==> src/rtl/core/assert_macros.svh <==
// assertion macros shared by the envelope generator rtl
// no dependencies; bodies drop out when SYNTHESIS is defined
`ifndef ASSERT_MACROS_SVH
`define ASSERT_MACROS_SVH

`ifndef SYNTHESIS
`define ASSERT_HOLDS(lbl, clk, rst_n, prop, msg) \
	lbl: assert property (@(posedge clk) disable iff (!rst_n) (prop)) else $error(msg);
`define ASSERT_IMPLIES(lbl, clk, rst_n, ante, cons, msg) \
	lbl: assert property (@(posedge clk) disable iff (!rst_n) (ante) |-> (cons)) \
		else $error(msg);
`define ASSERT_NEXT(lbl, clk, rst_n, ante, cons, msg) \
	lbl: assert property (@(posedge clk) disable iff (!rst_n) (ante) |=> (cons)) \
		else $error(msg);
`else
`define ASSERT_HOLDS(lbl, clk, rst_n, prop, msg)
`define ASSERT_IMPLIES(lbl, clk, rst_n, ante, cons, msg)
`define ASSERT_NEXT(lbl, clk, rst_n, ante, cons, msg)
`endif

`endif

==> src/rtl/core/adsr_pkg.sv <==
// shared constants and types of the adsr envelope generator
// used by adsr_muldiv and adsr_envelope_generator_top; no dependencies
package adsr_pkg;

	localparam int TIME_FRAC_BITS  = 16;
	localparam int LEVEL_FRAC_BITS = 16;

	localparam int TIME_W  = 32;
	localparam int LEVEL_W = 17;
	localparam int MD_B_W  = TIME_W + 1;
	localparam int PROD_W  = MD_B_W + LEVEL_W;
	localparam int CNT_W   = $clog2(LEVEL_W);
	localparam int CFG_IDX_W = 3;

	localparam logic [TIME_W-1:0] T_ONE = TIME_W'(64'd1 << TIME_FRAC_BITS);
	localparam logic [TIME_W-1:0] T_JUMP =
		TIME_W'((64'd16 * (64'd1 << TIME_FRAC_BITS) + 64'd500) / 64'd1000);
	localparam logic [TIME_W-1:0] T_FLOOR =
		TIME_W'(((64'd1 << TIME_FRAC_BITS) + 64'd999) / 64'd1000);
	localparam logic [LEVEL_W-1:0] L_ONE = LEVEL_W'(64'd1 << LEVEL_FRAC_BITS);

	localparam logic [31:0] SAT_MAX = 32'h7FFF_FFFF;
	localparam logic [31:0] SAT_MIN = 32'h8000_0000;

	// register indexes of the configuration port
	localparam logic [CFG_IDX_W-1:0] REG_TRIGGER_MODE  = 3'd0;
	localparam logic [CFG_IDX_W-1:0] REG_ATTACK_TIME   = 3'd1;
	localparam logic [CFG_IDX_W-1:0] REG_DECAY_TIME    = 3'd2;
	localparam logic [CFG_IDX_W-1:0] REG_SUSTAIN_LEVEL = 3'd3;
	localparam logic [CFG_IDX_W-1:0] REG_RELEASE_TIME  = 3'd4;
	localparam logic [CFG_IDX_W-1:0] REG_HOLD_DURATION = 3'd5;
	localparam logic [CFG_IDX_W-1:0] REG_OUT_MIN       = 3'd6;
	localparam logic [CFG_IDX_W-1:0] REG_OUT_MAX       = 3'd7;

	// request to the serial multiply / divide unit: (a * b) / d, or a * b alone
	typedef struct packed {
		logic                      start;
		logic                      div;
		logic [LEVEL_W-1:0]        a;
		logic signed [MD_B_W-1:0]  b;
		logic [TIME_W-1:0]         d;
	} md_req_t;

	typedef struct packed {
		logic                      done;
		logic signed [PROD_W-1:0]  prod;
		logic [LEVEL_W-1:0]        quo;
	} md_rsp_t;

endpackage

==> src/rtl/core/adsr_muldiv.sv <==
// bit-serial multiply (shift-add) followed by optional restoring divide
// depends on adsr_pkg and assert_macros.svh
`include "assert_macros.svh"

module adsr_muldiv import adsr_pkg::*; (
	input  logic    clk,
	input  logic    arst_n,
	input  md_req_t req,
	output md_rsp_t rsp
);

	typedef enum logic [1:0] {MD_IDLE, MD_MUL, MD_DIV} md_phase_t;

	md_phase_t            phase_q;
	logic [CNT_W-1:0]     cnt_q;
	logic                 done_q;
	logic                 div_q;
	logic [LEVEL_W-1:0]   a_q;
	logic [PROD_W-1:0]    b_q;
	logic [PROD_W-1:0]    acc_q;
	logic [TIME_W-1:0]    d_q;
	logic [TIME_W-1:0]    rem_q;
	logic [LEVEL_W-1:0]   lo_q;
	logic [LEVEL_W-1:0]   quo_q;

	logic [PROD_W-1:0]    acc_sum;
	logic [TIME_W:0]      r2;
	logic [TIME_W+1:0]    r2_diff;
	logic                 fits;

	always_comb begin
		acc_sum = acc_q + (a_q[0] ? b_q : '0);
		r2      = {rem_q, lo_q[LEVEL_W-1]};
		r2_diff = {1'b0, r2} - {2'b00, d_q};
		fits    = !r2_diff[TIME_W+1];
	end

	always_ff @(posedge clk or negedge arst_n) begin
		if (!arst_n) begin
			phase_q <= MD_IDLE;
			cnt_q   <= '0;
			done_q  <= 1'b0;
			div_q   <= 1'b0;
			a_q     <= '0;
			b_q     <= '0;
			acc_q   <= '0;
			d_q     <= '0;
			rem_q   <= '0;
			lo_q    <= '0;
			quo_q   <= '0;
		end else begin
			// one-cycle pulse on the last step of the final phase
			done_q <= (cnt_q == '0) && ((phase_q == MD_MUL && !div_q) || phase_q == MD_DIV);
			unique case (phase_q)
				MD_IDLE: begin
					if (req.start) begin
						a_q     <= req.a;
						b_q     <= {{(PROD_W-MD_B_W){req.b[MD_B_W-1]}}, req.b};
						acc_q   <= '0;
						d_q     <= req.d;
						div_q   <= req.div;
						cnt_q   <= CNT_W'(LEVEL_W - 1);
						phase_q <= MD_MUL;
					end
				end
				MD_MUL: begin
					acc_q <= acc_sum;
					b_q   <= b_q << 1;
					a_q   <= a_q >> 1;
					if (cnt_q == '0) begin
						if (div_q) begin
							// quotient fits LEVEL_W bits, so the top part is below d
							rem_q   <= acc_sum[LEVEL_W +: TIME_W];
							lo_q    <= acc_sum[LEVEL_W-1:0];
							cnt_q   <= CNT_W'(LEVEL_W - 1);
							phase_q <= MD_DIV;
						end else begin
							phase_q <= MD_IDLE;
						end
					end else begin
						cnt_q <= cnt_q - 1'b1;
					end
				end
				MD_DIV: begin
					rem_q <= fits ? r2_diff[TIME_W-1:0] : r2[TIME_W-1:0];
					lo_q  <= lo_q << 1;
					quo_q <= {quo_q[LEVEL_W-2:0], fits};
					cnt_q <= cnt_q - 1'b1;
					if (cnt_q == '0)
						phase_q <= MD_IDLE;
				end
				default: phase_q <= MD_IDLE;
			endcase
		end
	end

	assign rsp.done = done_q;
	assign rsp.prod = acc_q;
	assign rsp.quo  = quo_q;

	`ASSERT_IMPLIES(a_md_start_idle, clk, arst_n, req.start, phase_q == MD_IDLE, "start while busy")
	`ASSERT_NEXT(a_md_done_pulse, clk, arst_n, done_q, !done_q, "done longer than one cycle")
	`ASSERT_IMPLIES(a_md_rem_below, clk, arst_n, phase_q == MD_DIV, rem_q < d_q, "remainder overflow")

endmodule

==> src/rtl/core/adsr_envelope_generator_top.sv <==
// one item in work at a time; in_ready returns with the result, once the output register
// is free, so a stalled receiver holds the flow; each item runs the serial muldiv unit,
// whose multiply and divide phases are 17 steps each, once for the mapping or twice
// when a ramp division runs for frames inside attack, decay or release
// asynchronous active-low reset returns registers to defaults and the envelope to idle
// depends on adsr_pkg, adsr_muldiv and assert_macros.svh
`include "assert_macros.svh"

module adsr_envelope_generator_top import adsr_pkg::*; (
	input  logic                 clk,
	input  logic                 arst_n,
	input  logic                 cfg_we,
	input  logic [CFG_IDX_W-1:0] cfg_index,
	input  logic [31:0]          cfg_data,
	input  logic                 in_valid,
	output logic                 in_ready,
	input  logic                 gate,
	input  logic [TIME_W-1:0]    time_now,
	output logic                 out_valid,
	input  logic                 out_ready,
	output logic signed [31:0]   mapped_value,
	output logic [LEVEL_W-1:0]   envelope_level,
	output logic                 is_active
);

	typedef enum logic [2:0] {
		ST_IDLE    = 3'd0,
		ST_ATTACK  = 3'd1,
		ST_DECAY   = 3'd2,
		ST_SUSTAIN = 3'd3,
		ST_RELEASE = 3'd4
	} stage_t;

	typedef enum logic [2:0] {
		F_IDLE, F_DT, F_ADD, F_CMP, F_RAMP, F_MAP, F_MAPW, F_OUT
	} fsm_t;

	// configuration, lengths stored already floored and sustain clamped
	logic                trig_q;
	logic [TIME_W-1:0]   att_q, dec_q, rel_q, hold_q;
	logic [LEVEL_W-1:0]  sus_q;
	logic [31:0]         min_q, max_q;

	// envelope state
	stage_t              stage_q;
	logic [TIME_W-1:0]   se_q, total_q, last_q;
	logic                prev_q, seen_q;
	logic [LEVEL_W-1:0]  level_q, rfl_q;

	fsm_t                fsm_q;
	logic                gate_q;
	logic [TIME_W-1:0]   now_q, dt_q;

	logic                out_valid_q;
	logic [31:0]         mapped_q;
	logic [LEVEL_W-1:0]  lvl_out_q;
	logic                active_q;

	md_req_t             md_req;
	md_rsp_t             md_rsp;

	logic [TIME_W-1:0]   last_eff, diff_t, dt_new;
	logic                rising, falling;
	stage_t              stage_tr;
	logic                se_clr, tot_clr, cap;
	logic [TIME_W:0]     se_sum, tot_sum;
	logic [TIME_W-1:0]   se_sat, tot_sat;
	logic                ramp_go;
	logic [PROD_W-LEVEL_FRAC_BITS:0] map_sum;
	logic [31:0]         map_sat;

	adsr_muldiv u_muldiv (
		.clk    (clk),
		.arst_n (arst_n),
		.req    (md_req),
		.rsp    (md_rsp)
	);

	// frame delta time
	always_comb begin
		last_eff = seen_q ? last_q : now_q;
		diff_t   = now_q - last_eff;
		dt_new   = (diff_t[TIME_W-1] || diff_t > T_ONE) ? T_JUMP : diff_t;
	end

	// stage transitions from the gate or the hold time
	always_comb begin
		rising   = gate_q && !prev_q;
		falling  = !gate_q && prev_q;
		stage_tr = stage_q;
		se_clr   = 1'b0;
		tot_clr  = 1'b0;
		cap      = 1'b0;
		if (!trig_q) begin
			if (rising) begin
				stage_tr = ST_ATTACK;
				se_clr   = 1'b1;
				cap      = 1'b1;
			end else if (falling && stage_q != ST_IDLE) begin
				stage_tr = ST_RELEASE;
				se_clr   = 1'b1;
				cap      = 1'b1;
			end
		end else begin
			if (rising) begin
				stage_tr = ST_ATTACK;
				se_clr   = 1'b1;
				tot_clr  = 1'b1;
				cap      = 1'b1;
			end else if (stage_q != ST_IDLE && stage_q != ST_RELEASE &&
					hold_q != '0 && total_q >= hold_q) begin
				stage_tr = ST_RELEASE;
				se_clr   = 1'b1;
				cap      = 1'b1;
			end
		end
	end

	always_comb begin
		se_sum  = {1'b0, se_q} + {1'b0, dt_q};
		tot_sum = {1'b0, total_q} + {1'b0, dt_q};
		se_sat  = se_sum[TIME_W] ? '1 : se_sum[TIME_W-1:0];
		tot_sat = tot_sum[TIME_W] ? '1 : tot_sum[TIME_W-1:0];
	end

	// operands for the serial unit
	always_comb begin
		md_req  = '0;
		ramp_go = 1'b0;
		unique case (fsm_q)
			F_CMP: begin
				md_req.div = 1'b1;
				md_req.b   = {1'b0, se_q};
				unique case (stage_q)
					ST_ATTACK: begin
						ramp_go  = se_q < att_q;
						md_req.a = L_ONE;
						md_req.d = att_q;
					end
					ST_DECAY: begin
						ramp_go  = se_q < dec_q;
						md_req.a = L_ONE - sus_q;
						md_req.d = dec_q;
					end
					ST_RELEASE: begin
						ramp_go  = se_q < rel_q;
						md_req.a = rfl_q;
						md_req.b = {1'b0, rel_q - se_q};
						md_req.d = rel_q;
					end
					default: ramp_go = 1'b0;
				endcase
				md_req.start = ramp_go;
			end
			F_MAP: begin
				md_req.start = 1'b1;
				md_req.div   = 1'b0;
				md_req.a     = level_q;
				md_req.b     = {max_q[31], max_q} - {min_q[31], min_q};
			end
			default: md_req = '0;
		endcase
	end

	// out_min plus floor(range * level / 2^L), saturated
	always_comb begin
		map_sum = {{(PROD_W-LEVEL_FRAC_BITS-31){min_q[31]}}, min_q}
			+ {md_rsp.prod[PROD_W-1], md_rsp.prod[PROD_W-1:LEVEL_FRAC_BITS]};
		if (map_sum[PROD_W-LEVEL_FRAC_BITS:31] == '0 || map_sum[PROD_W-LEVEL_FRAC_BITS:31] == '1)
			map_sat = map_sum[31:0];
		else if (map_sum[PROD_W-LEVEL_FRAC_BITS])
			map_sat = SAT_MIN;
		else
			map_sat = SAT_MAX;
	end

	always_ff @(posedge clk or negedge arst_n) begin
		if (!arst_n) begin
			trig_q      <= 1'b0;
			att_q       <= 32'd655;
			dec_q       <= 32'd6554;
			sus_q       <= 17'd45875;
			rel_q       <= 32'd19661;
			hold_q      <= '0;
			min_q       <= '0;
			max_q       <= '0;
			stage_q     <= ST_IDLE;
			se_q        <= '0;
			total_q     <= '0;
			last_q      <= '0;
			prev_q      <= 1'b0;
			seen_q      <= 1'b0;
			level_q     <= '0;
			rfl_q       <= '0;
			fsm_q       <= F_IDLE;
			gate_q      <= 1'b0;
			now_q       <= '0;
			dt_q        <= '0;
			out_valid_q <= 1'b0;
			mapped_q    <= '0;
			lvl_out_q   <= '0;
			active_q    <= 1'b0;
		end else begin
			if (cfg_we) begin
				unique case (cfg_index)
					REG_TRIGGER_MODE:  trig_q <= cfg_data[0];
					REG_ATTACK_TIME:   att_q  <= (cfg_data < T_FLOOR) ? T_FLOOR : cfg_data;
					REG_DECAY_TIME:    dec_q  <= (cfg_data < T_FLOOR) ? T_FLOOR : cfg_data;
					REG_SUSTAIN_LEVEL: sus_q  <= (cfg_data[LEVEL_W-1:0] > L_ONE) ?
						L_ONE : cfg_data[LEVEL_W-1:0];
					REG_RELEASE_TIME:  rel_q  <= (cfg_data < T_FLOOR) ? T_FLOOR : cfg_data;
					REG_HOLD_DURATION: hold_q <= cfg_data;
					REG_OUT_MIN:       min_q  <= cfg_data;
					REG_OUT_MAX:       max_q  <= cfg_data;
					default:           trig_q <= trig_q;
				endcase
			end

			// in F_OUT the output register is refilled instead
			if (out_valid_q && out_ready && fsm_q != F_OUT)
				out_valid_q <= 1'b0;

			unique case (fsm_q)
				F_IDLE: begin
					if (in_valid) begin
						gate_q <= gate;
						now_q  <= time_now;
						fsm_q  <= F_DT;
					end
				end
				F_DT: begin
					dt_q    <= dt_new;
					last_q  <= now_q;
					seen_q  <= 1'b1;
					prev_q  <= gate_q;
					stage_q <= stage_tr;
					if (se_clr)
						se_q <= '0;
					if (tot_clr)
						total_q <= '0;
					if (cap)
						rfl_q <= level_q;
					fsm_q <= F_ADD;
				end
				F_ADD: begin
					se_q <= se_sat;
					if (stage_q != ST_RELEASE && stage_q != ST_IDLE)
						total_q <= tot_sat;
					fsm_q <= F_CMP;
				end
				F_CMP: begin
					if (ramp_go) begin
						fsm_q <= F_RAMP;
					end else begin
						fsm_q <= F_MAP;
						unique case (stage_q)
							ST_ATTACK: begin
								level_q <= L_ONE;
								stage_q <= ST_DECAY;
								se_q    <= '0;
							end
							ST_DECAY: begin
								level_q <= sus_q;
								stage_q <= ST_SUSTAIN;
								se_q    <= '0;
							end
							ST_SUSTAIN: level_q <= sus_q;
							ST_RELEASE: begin
								level_q <= '0;
								stage_q <= ST_IDLE;
								se_q    <= '0;
							end
							default: begin
								level_q <= '0;
								stage_q <= ST_IDLE;
							end
						endcase
					end
				end
				F_RAMP: begin
					if (md_rsp.done) begin
						level_q <= (stage_q == ST_DECAY) ? L_ONE - md_rsp.quo : md_rsp.quo;
						fsm_q   <= F_MAP;
					end
				end
				F_MAP: fsm_q <= F_MAPW;
				F_MAPW: begin
					if (md_rsp.done)
						fsm_q <= F_OUT;
				end
				F_OUT: begin
					// wait until the output register is free
					if (!out_valid_q || out_ready) begin
						out_valid_q <= 1'b1;
						mapped_q    <= map_sat;
						lvl_out_q   <= level_q;
						active_q    <= stage_q != ST_IDLE;
						fsm_q       <= F_IDLE;
					end
				end
				default: fsm_q <= F_IDLE;
			endcase
		end
	end

	assign in_ready       = fsm_q == F_IDLE;
	assign out_valid      = out_valid_q;
	assign mapped_value   = mapped_q;
	assign envelope_level = lvl_out_q;
	assign is_active      = active_q;

	`ASSERT_IMPLIES(a_level_range, clk, arst_n, out_valid, envelope_level <= L_ONE, "level above one")
	`ASSERT_IMPLIES(a_idle_zero, clk, arst_n, out_valid && !is_active, envelope_level == '0, "idle with level")
	`ASSERT_IMPLIES(a_done_when_waiting, clk, arst_n, md_rsp.done, fsm_q == F_RAMP || fsm_q == F_MAPW, "unexpected done")
	`ASSERT_NEXT(a_accept_starts, clk, arst_n, in_valid && in_ready, fsm_q == F_DT, "item not taken up")

endmodule

==> config.mk <==
export PLATFORM = sky130hd
export DESIGN_NAME = adsr_envelope_generator_top
export DESIGN_NICKNAME = d
export VERILOG_FILES = /design/src/rtl/core/adsr_pkg.sv /design/src/rtl/core/adsr_muldiv.sv /design/src/rtl/core/adsr_envelope_generator_top.sv
export VERILOG_INCLUDE_DIRS = /design/src /design/src/rtl/core
export SDC_FILE = /design/constraint.sdc
export NUM_CORES = 2
export LEC_CHECK = 0
export BUFFER_PORTS_ARGS = -buffer_cell sky130_fd_sc_hd__buf_4
export CAP_MARGIN = 40
export CORE_MARGIN = 3
export CORE_UTILIZATION = 39
export DETAILED_ROUTE_END_ITERATION = 6
export GPL_ROUTABILITY_DRIVEN = 0
export PLACE_DENSITY_LB_ADDON = 0.1
export RECOVER_POWER = 25
export SLEW_MARGIN = 20
export SYNTH_ARGS = -nofsm -noshare
export SYNTH_HDL_FRONTEND = slang
export SYNTH_SLANG_ARGS = --single-unit
==> constraint.sdc <==
create_clock -name clk -period 11.51 [get_ports clk]
set_clock_uncertainty 0.05 [all_clocks]
set_input_delay 1.7265 -clock clk [delete_from_list [all_inputs] [get_ports clk]]
set_output_delay 1.7265 -clock clk [all_outputs]
set_load 0.03 [all_outputs]
======== Word-level counts from Yosys, hierarchy flattened ========
Index checks and enable logic that the tools add are counted.
storage, ports and cells
  register bits ........................... 688
  input bits .............................. 73
  output and inout port bits .............. 52
  logic and storage cells ................. 223
operators by class
  add/sub/neg operators ................... 11
  magnitude comparators ................... 7
  eq/ne operators ......................... 40
  mux-type cells .......................... 74
  reduce and logical (&&, ||, !) cells .... 56
operators by type and width
  cell                                                                    number
  32-bit two-way mux                                                      17
  50-bit one-hot mux with 2 select lines                                  2
  32-bit one-hot mux with 3 select lines                                  2
  50-bit two-way mux                                                      3
  17-bit one-hot mux with 2 select lines                                  4
  32-bit one-hot mux with 2 select lines                                  2
  17-bit two-way mux                                                      7
  52-bit one-hot mux with 2 select lines                                  1
  32-bit < comparator                                                     3
  32-bit by 32-bit adder with 33-bit output                               2
  32-bit subtractor                                                       2
  17-bit one-hot mux with 3 select lines                                  1
  50-bit adder                                                            1
  32-bit by 34-bit adder with 35-bit output                               1
  17-bit subtractor, first input constant                                 2
  33-bit by 32-bit subtractor with 34-bit output                          1
  32-bit by 32-bit subtractor with 33-bit output                          1
  32-bit >= comparator                                                    1
  32-bit by 17-bit > comparator with 1-bit output, second input constant  1
  32-bit by 7-bit < comparator with 1-bit output, second input constant   1
  32-bit nonzero test                                                     1
  3-bit two-way mux                                                       10
  3-bit == test, second input constant                                    9
  2-bit AND reduction                                                     13
  other kinds (35)                                                        100

======== Longest topological paths before layout ========
  depth after elaboration ................. 9
  gate-level depth with buffers ........... 17
  depth with buffers taken out ............ 14

======== Hierarchy ========
Synthesis repeated with hierarchy kept, for this count alone.
unflattened totals
  cell total of the unflattened synthesis .. 5,358
  area, all modules ....................... 47,413.0 um^2
by module, submodules not included
  module                       instances  cells an instance  area each (um^2)  seq. area each (um^2)
  adsr_envelope_generator_top  1          3,722              32,775.2          11,648.7
  adsr_muldiv                  1          1,636              14,637.8          5,605.4

======== Worst setup path before layout ========
Ideal clock, no wire load.
  path type ............................... flip-flop to flip-flop
  start point ............................. register seen_q
  end point ............................... register dt_q[3]
  library setup time ...................... 0.124 ns
  arrival ................................. 3.890 ns
  required time ........................... 11.336 ns
  setup slack ............................. 7.446 ns
  cell stages (with the launch flop) ...... 15
  path buffers ............................ 2
  period minus slack after synthesis ...... 4.064 ns
  cell sequence ........................... dfrtp_1 clkbuf_1 clkbuf_1 mux2i_1 ha_1 nor2b_1 o31a_1 or3b_1 a211o_1 nand4_1 a31o_2 o311ai_0 a2111oi_2 nand4_2 o31a_1
on the way
  longest elaborated chain between the ends .. 5
RTL lines
  what                                             RTL line                            text
  start, declared                                  adsr_envelope_generator_top.sv:47   logic prev_q, seen_q;
  start signal, assigned                           adsr_envelope_generator_top.sv:192  seen_q <= 1'b0;
  start signal, assigned                           adsr_envelope_generator_top.sv:234  seen_q <= 1'b1;
  32-bit two-way mux *                             adsr_envelope_generator_top.sv:81   last_eff = seen_q ? last_q : now_q;
  32-bit subtractor *                              adsr_envelope_generator_top.sv:82   diff_t = now_q - last_eff;
  32-bit by 17-bit > comparator with 1-bit output  adsr_envelope_generator_top.sv:83   dt_new = (diff_t[TIME_W-1] || diff_t > T_ONE) ? T_JUMP : diff_t;
  1-bit logical OR                                 adsr_envelope_generator_top.sv:83
  32-bit two-way mux *                             adsr_envelope_generator_top.sv:83
  end signal, assigned                             adsr_envelope_generator_top.sv:232  dt_q <= dt_new;
  end, declared                                    adsr_envelope_generator_top.sv:52   logic [TIME_W-1:0] now_q, dt_q;
Every way passes the cells marked *; elsewhere a longest branch is shown, timed or not.
A chain may end at the register's enable or synchronous reset.

======== Final worst setup path ========
  start point ............................. register fsm_q[0]
  end point ............................... register dt_q[3]
on the way
  longest elaborated chain between the ends .. 1
RTL lines
  what                                      RTL line                            text
  start, declared                           adsr_envelope_generator_top.sv:50   fsm_t fsm_q;
  start signal, assigned                    adsr_envelope_generator_top.sv:195  fsm_q <= F_IDLE;
  start signal, assigned                    adsr_envelope_generator_top.sv:228  fsm_q <= F_DT;
  start signal, assigned                    adsr_envelope_generator_top.sv:243  fsm_q <= F_ADD;
  3-bit by 1-bit == test with 1-bit output  adsr_envelope_generator_top.sv:223  unique case (fsm_q)
Every way passes these cells.

==> metrics.txt <==
vias in the first global route 38.51k; leading area contributor after synthesis dfrtp_1; number of synthesized register bits 688; Post-CTS Setup Repair Bufs 0; Post-synth ARST share between 90% and 100%; post-DR vias/cell around 5.6; cell family with most CP delay buffers and inverters; slowest CP cell clkbuf_1; Power Dens Cells 233.7 mW/mm²; maximum vdd drop 153.7 µV; unrepaired setup endpoints after global routing false; share of cells above drive strength 1 10.73%; critical-path maximum fanout 55; Top Registers u_muldiv.acc_q: 50 flops, u_muldiv.b_q: 50 flops; nature of the critical path endpoint flop; gr usage total 24.38%; EDFF count, synth 0; Critical Path, Cell by Cell inv_1, nor3_4, clkbuf_1, o2111ai_1, nor4_1, nor4bb_1, o22ai_1, nor4_1, nand4_2, o31a_1; mean post-synth cell area 8.755 µm²; area grow syn2layout 12.25%; fmax 0.1758 GHz; post-layout minimum cycle time 5.689 ns; part of the Yosys area used for sequential elements 36.78%; Post-CTS Resized 0; DRC viols 0; die width 352.8 µm; Slew HR -199.9%; DRT Pass-1 Iters 6; R2R Path End dt_q[3]; arrival time worst endpoint 6.21 ns; Top FF cell, synth dfrtp_1; final cycle utilization of the critical path between 40% and 50%; CP Buf/Inv Count 2; Starting Density 39.51%; HP Start last_q[5]; Port Buf Inserts 124; r2r setup slk just under 6 ns; GRT overflow 0; Leakage ~25 nW; Critical Path Start fsm_q[0]; Area contributors post-synth dfrtp_1 35%, ha_1 10%, nand2_1 6.0%; Synth Area in Compound Gates approximately 23%; CTS tree built; Crit path top cell by count nor4_1; pin count of the biggest net entering global routing 156; total CTS buffers 86; hold path depth 2; Hold Crit Class flop to flop; post-synthesis simple-gate area fraction 15.55%; Mapped Area 0.04691 mm²; row count 126; reg2reg path depth 10; # fillers 11.76k; Max Cap Viol 7; worst slew pin tran 4.498 ns; largest family of logic cells by synthesized area compound AO/OA/AOI/OAI gates; Mapped Cells 5358; final wirelength 153600 µm; antenna violations before repair 4; slowest stage delay, CP 2.22 ns; DRT iter0 DRCs 3103; status finished, violations left; number of synthesis warnings 0; H-tree depth 3; hold buffer count at CTS 0; Worst Hold End last_q[5]; Worst Setup Path Type flop to flop; root buf cell clkbuf_16; clock tree sinks 688; Pins Over Slew Limit 279; Setup-failing EPs final 0; worst setup margin 5.821 ns; CP startpoint kind flop; Clock Latency Late Sink 0.70 ns; adder-cell share of the synthesized area between 10% and 20%; CP required 12.03 ns; RR Startpoint fsm_q[0]; DP HPWL 114700 µm; failing checks capacitance limit, slew limit; Post-Route Setup TNS 0 ns; # nets final 5841; clock buffer depth 3; die height 352.8 µm; die area 0.1245 mm²; post-route ant nets 0; count of boundary I/O pins 125; final hold violation count 0; synth unique cells 92; Synth top area share between 30% and 40%; first-pass GRT wire length 238600 µm; pre-CTS setup slack 6.255 ns; Syn Nets 5815; Clock transition at path regs ~0.06 ns; core footprint 0.1187 mm²; Wirelength per Cell 21.78 µm; XOR/XNOR share of the synthesized area approximately 4.6%; post-synthesis mux area share 5.545%; routed vias 39.69k
-- cell type report --
cell class                 count  area (µm²)  share of cell area (%)
clock buffer                 125        2550                   4.843
multi-input combinational   4148       27830                   52.85
tap                         1600        2002                   3.802
inverter                     264       991.0                   1.882
clock inverter                30       402.9                  0.7651
sequential                   688       17260                   32.77
timing repair buffer         196        1622                   3.080
antenna                        2       5.005                0.009505
-- metal layers --
metal	vias to the layer above	routed length (µm)	GRT usage, %
met2	854	68570	38.35
met3	164	6571	2.851
met4	0	3943	6.191
met5	-	0	0
met1	19300	74550	35.53
li1	19370	-	-
-- synthesized netlist by cell type (14+ instances only) --
library cell and n:
or3_1 25, a31oi_1 55, a221oi_1 20, nand3_1 62, ha_1 376, inv_1 264, o221ai_1 15, nand4_1 42
nor4_1 32, nor3_1 61, buf_2 33, nand2_1 749, mux2i_1 72, and2_1 81, a21boi_0 14, mux2_2 167
o211ai_1 33, nand2b_1 49, clkbuf_1 206, a221o_1 40, a22oi_1 57, o21ai_0 452, a211o_1 14, dfrtp_1 658
a21o_1 143, o21bai_1 28, and3_1 37, nor2b_1 59, or4_1 27, o31ai_1 60, xnor2_1 139, a22o_1 54
o21a_1 59, dfstp_2 30, buf_1 14, a21oi_1 446, o21ai_1 23, a211oi_1 41, nor2_1 314, xor2_1 107
-- worst max path at each step --
stage,endpoint,slack [ns],cells after the start
6_report,dt_q[3],5.82,10
5_1_grt,last_q[12],4.97,3
4_1_cts,u_muldiv.b_q[27],6.22,16
3_5_place_dp,u_muldiv.b_q[27],6.25,16
3_3_place_gp,u_muldiv.b_q[27],6.17,15
2_1_floorplan,dt_q[3],7.45,14
-- where the power goes --
group / total, W / switching [W] / internal [W]
registers: 0.00348 / 0.000531 / 0.00295
clock network: 0.00285 / 0.00115 / 0.00170
logic: 0.00598 / 0.00370 / 0.00228
total: 0.0123 / 0.00538 / 0.00692
-- cell families (layout without fill, tap and decap cells) --
kind of cell               count (synthesis)  count (layout)
DFF                                      688             688
and+or+nand+nor                         1594            1594
buffers and inverters                    522             615
xor gates and xnor gates                 246             246
AOI/OAI and AO/OA                       1685            1685
other                                      0               2
muxes                                    239             239
adders and majority gates                384             384
-- stage by stage --
| stage | std cells | cell area, µm² | util (%) | hold WS (ns) | power, W |
|---|---|---|---|---|---|
| 6_report | 7053 | 52660 | 44.36 | 0.4212 | 0.01230 |
| 5_1_grt | 7051 | 52650 | 44.35 | 0.4358 | 0.01321 |
| 4_1_cts | 7049 | 52690 | 44.38 | 0.4243 | 0.01239 |
| 3_5_place_dp | 6894 | 49740 | 41.90 | 0.4121 | 0.009462 |
| 3_3_place_gp | 6877 | 49470 | 41.67 | 0.4073 | 0.009413 |
| 2_1_floorplan | 5358 | 46910 | - | 0.3946 | 0.007626 |
-- cells in the final DEF, fill, tap and decap left out, types with 107 or more instances in the layout --
cell type	Yosys	layout
nand2_1	749	748
dfrtp_1	658	656
o21ai_0	452	449
a21oi_1	446	444
ha_1	376	375
nor2_1	314	313
inv_1	264	264
mux2_2	167	167
buf_4	2	165
a21o_1	143	143
xnor2_1	139	139
xor2_1	107	107
-- worst reg2reg max path: stages, from the launching register on --
cell and delay (ns):
dfrtp_1 0.53, inv_1 0.23, nor3_4 0.14, clkbuf_1 2.22, o2111ai_1 0.29, nor4_1 0.55, nor4bb_1 0.27, o22ai_1 0.10
nor4_1 0.26, nand4_2 0.48, o31a_1 0.44
Note: power is estimated with default switching activity, not from simulation.
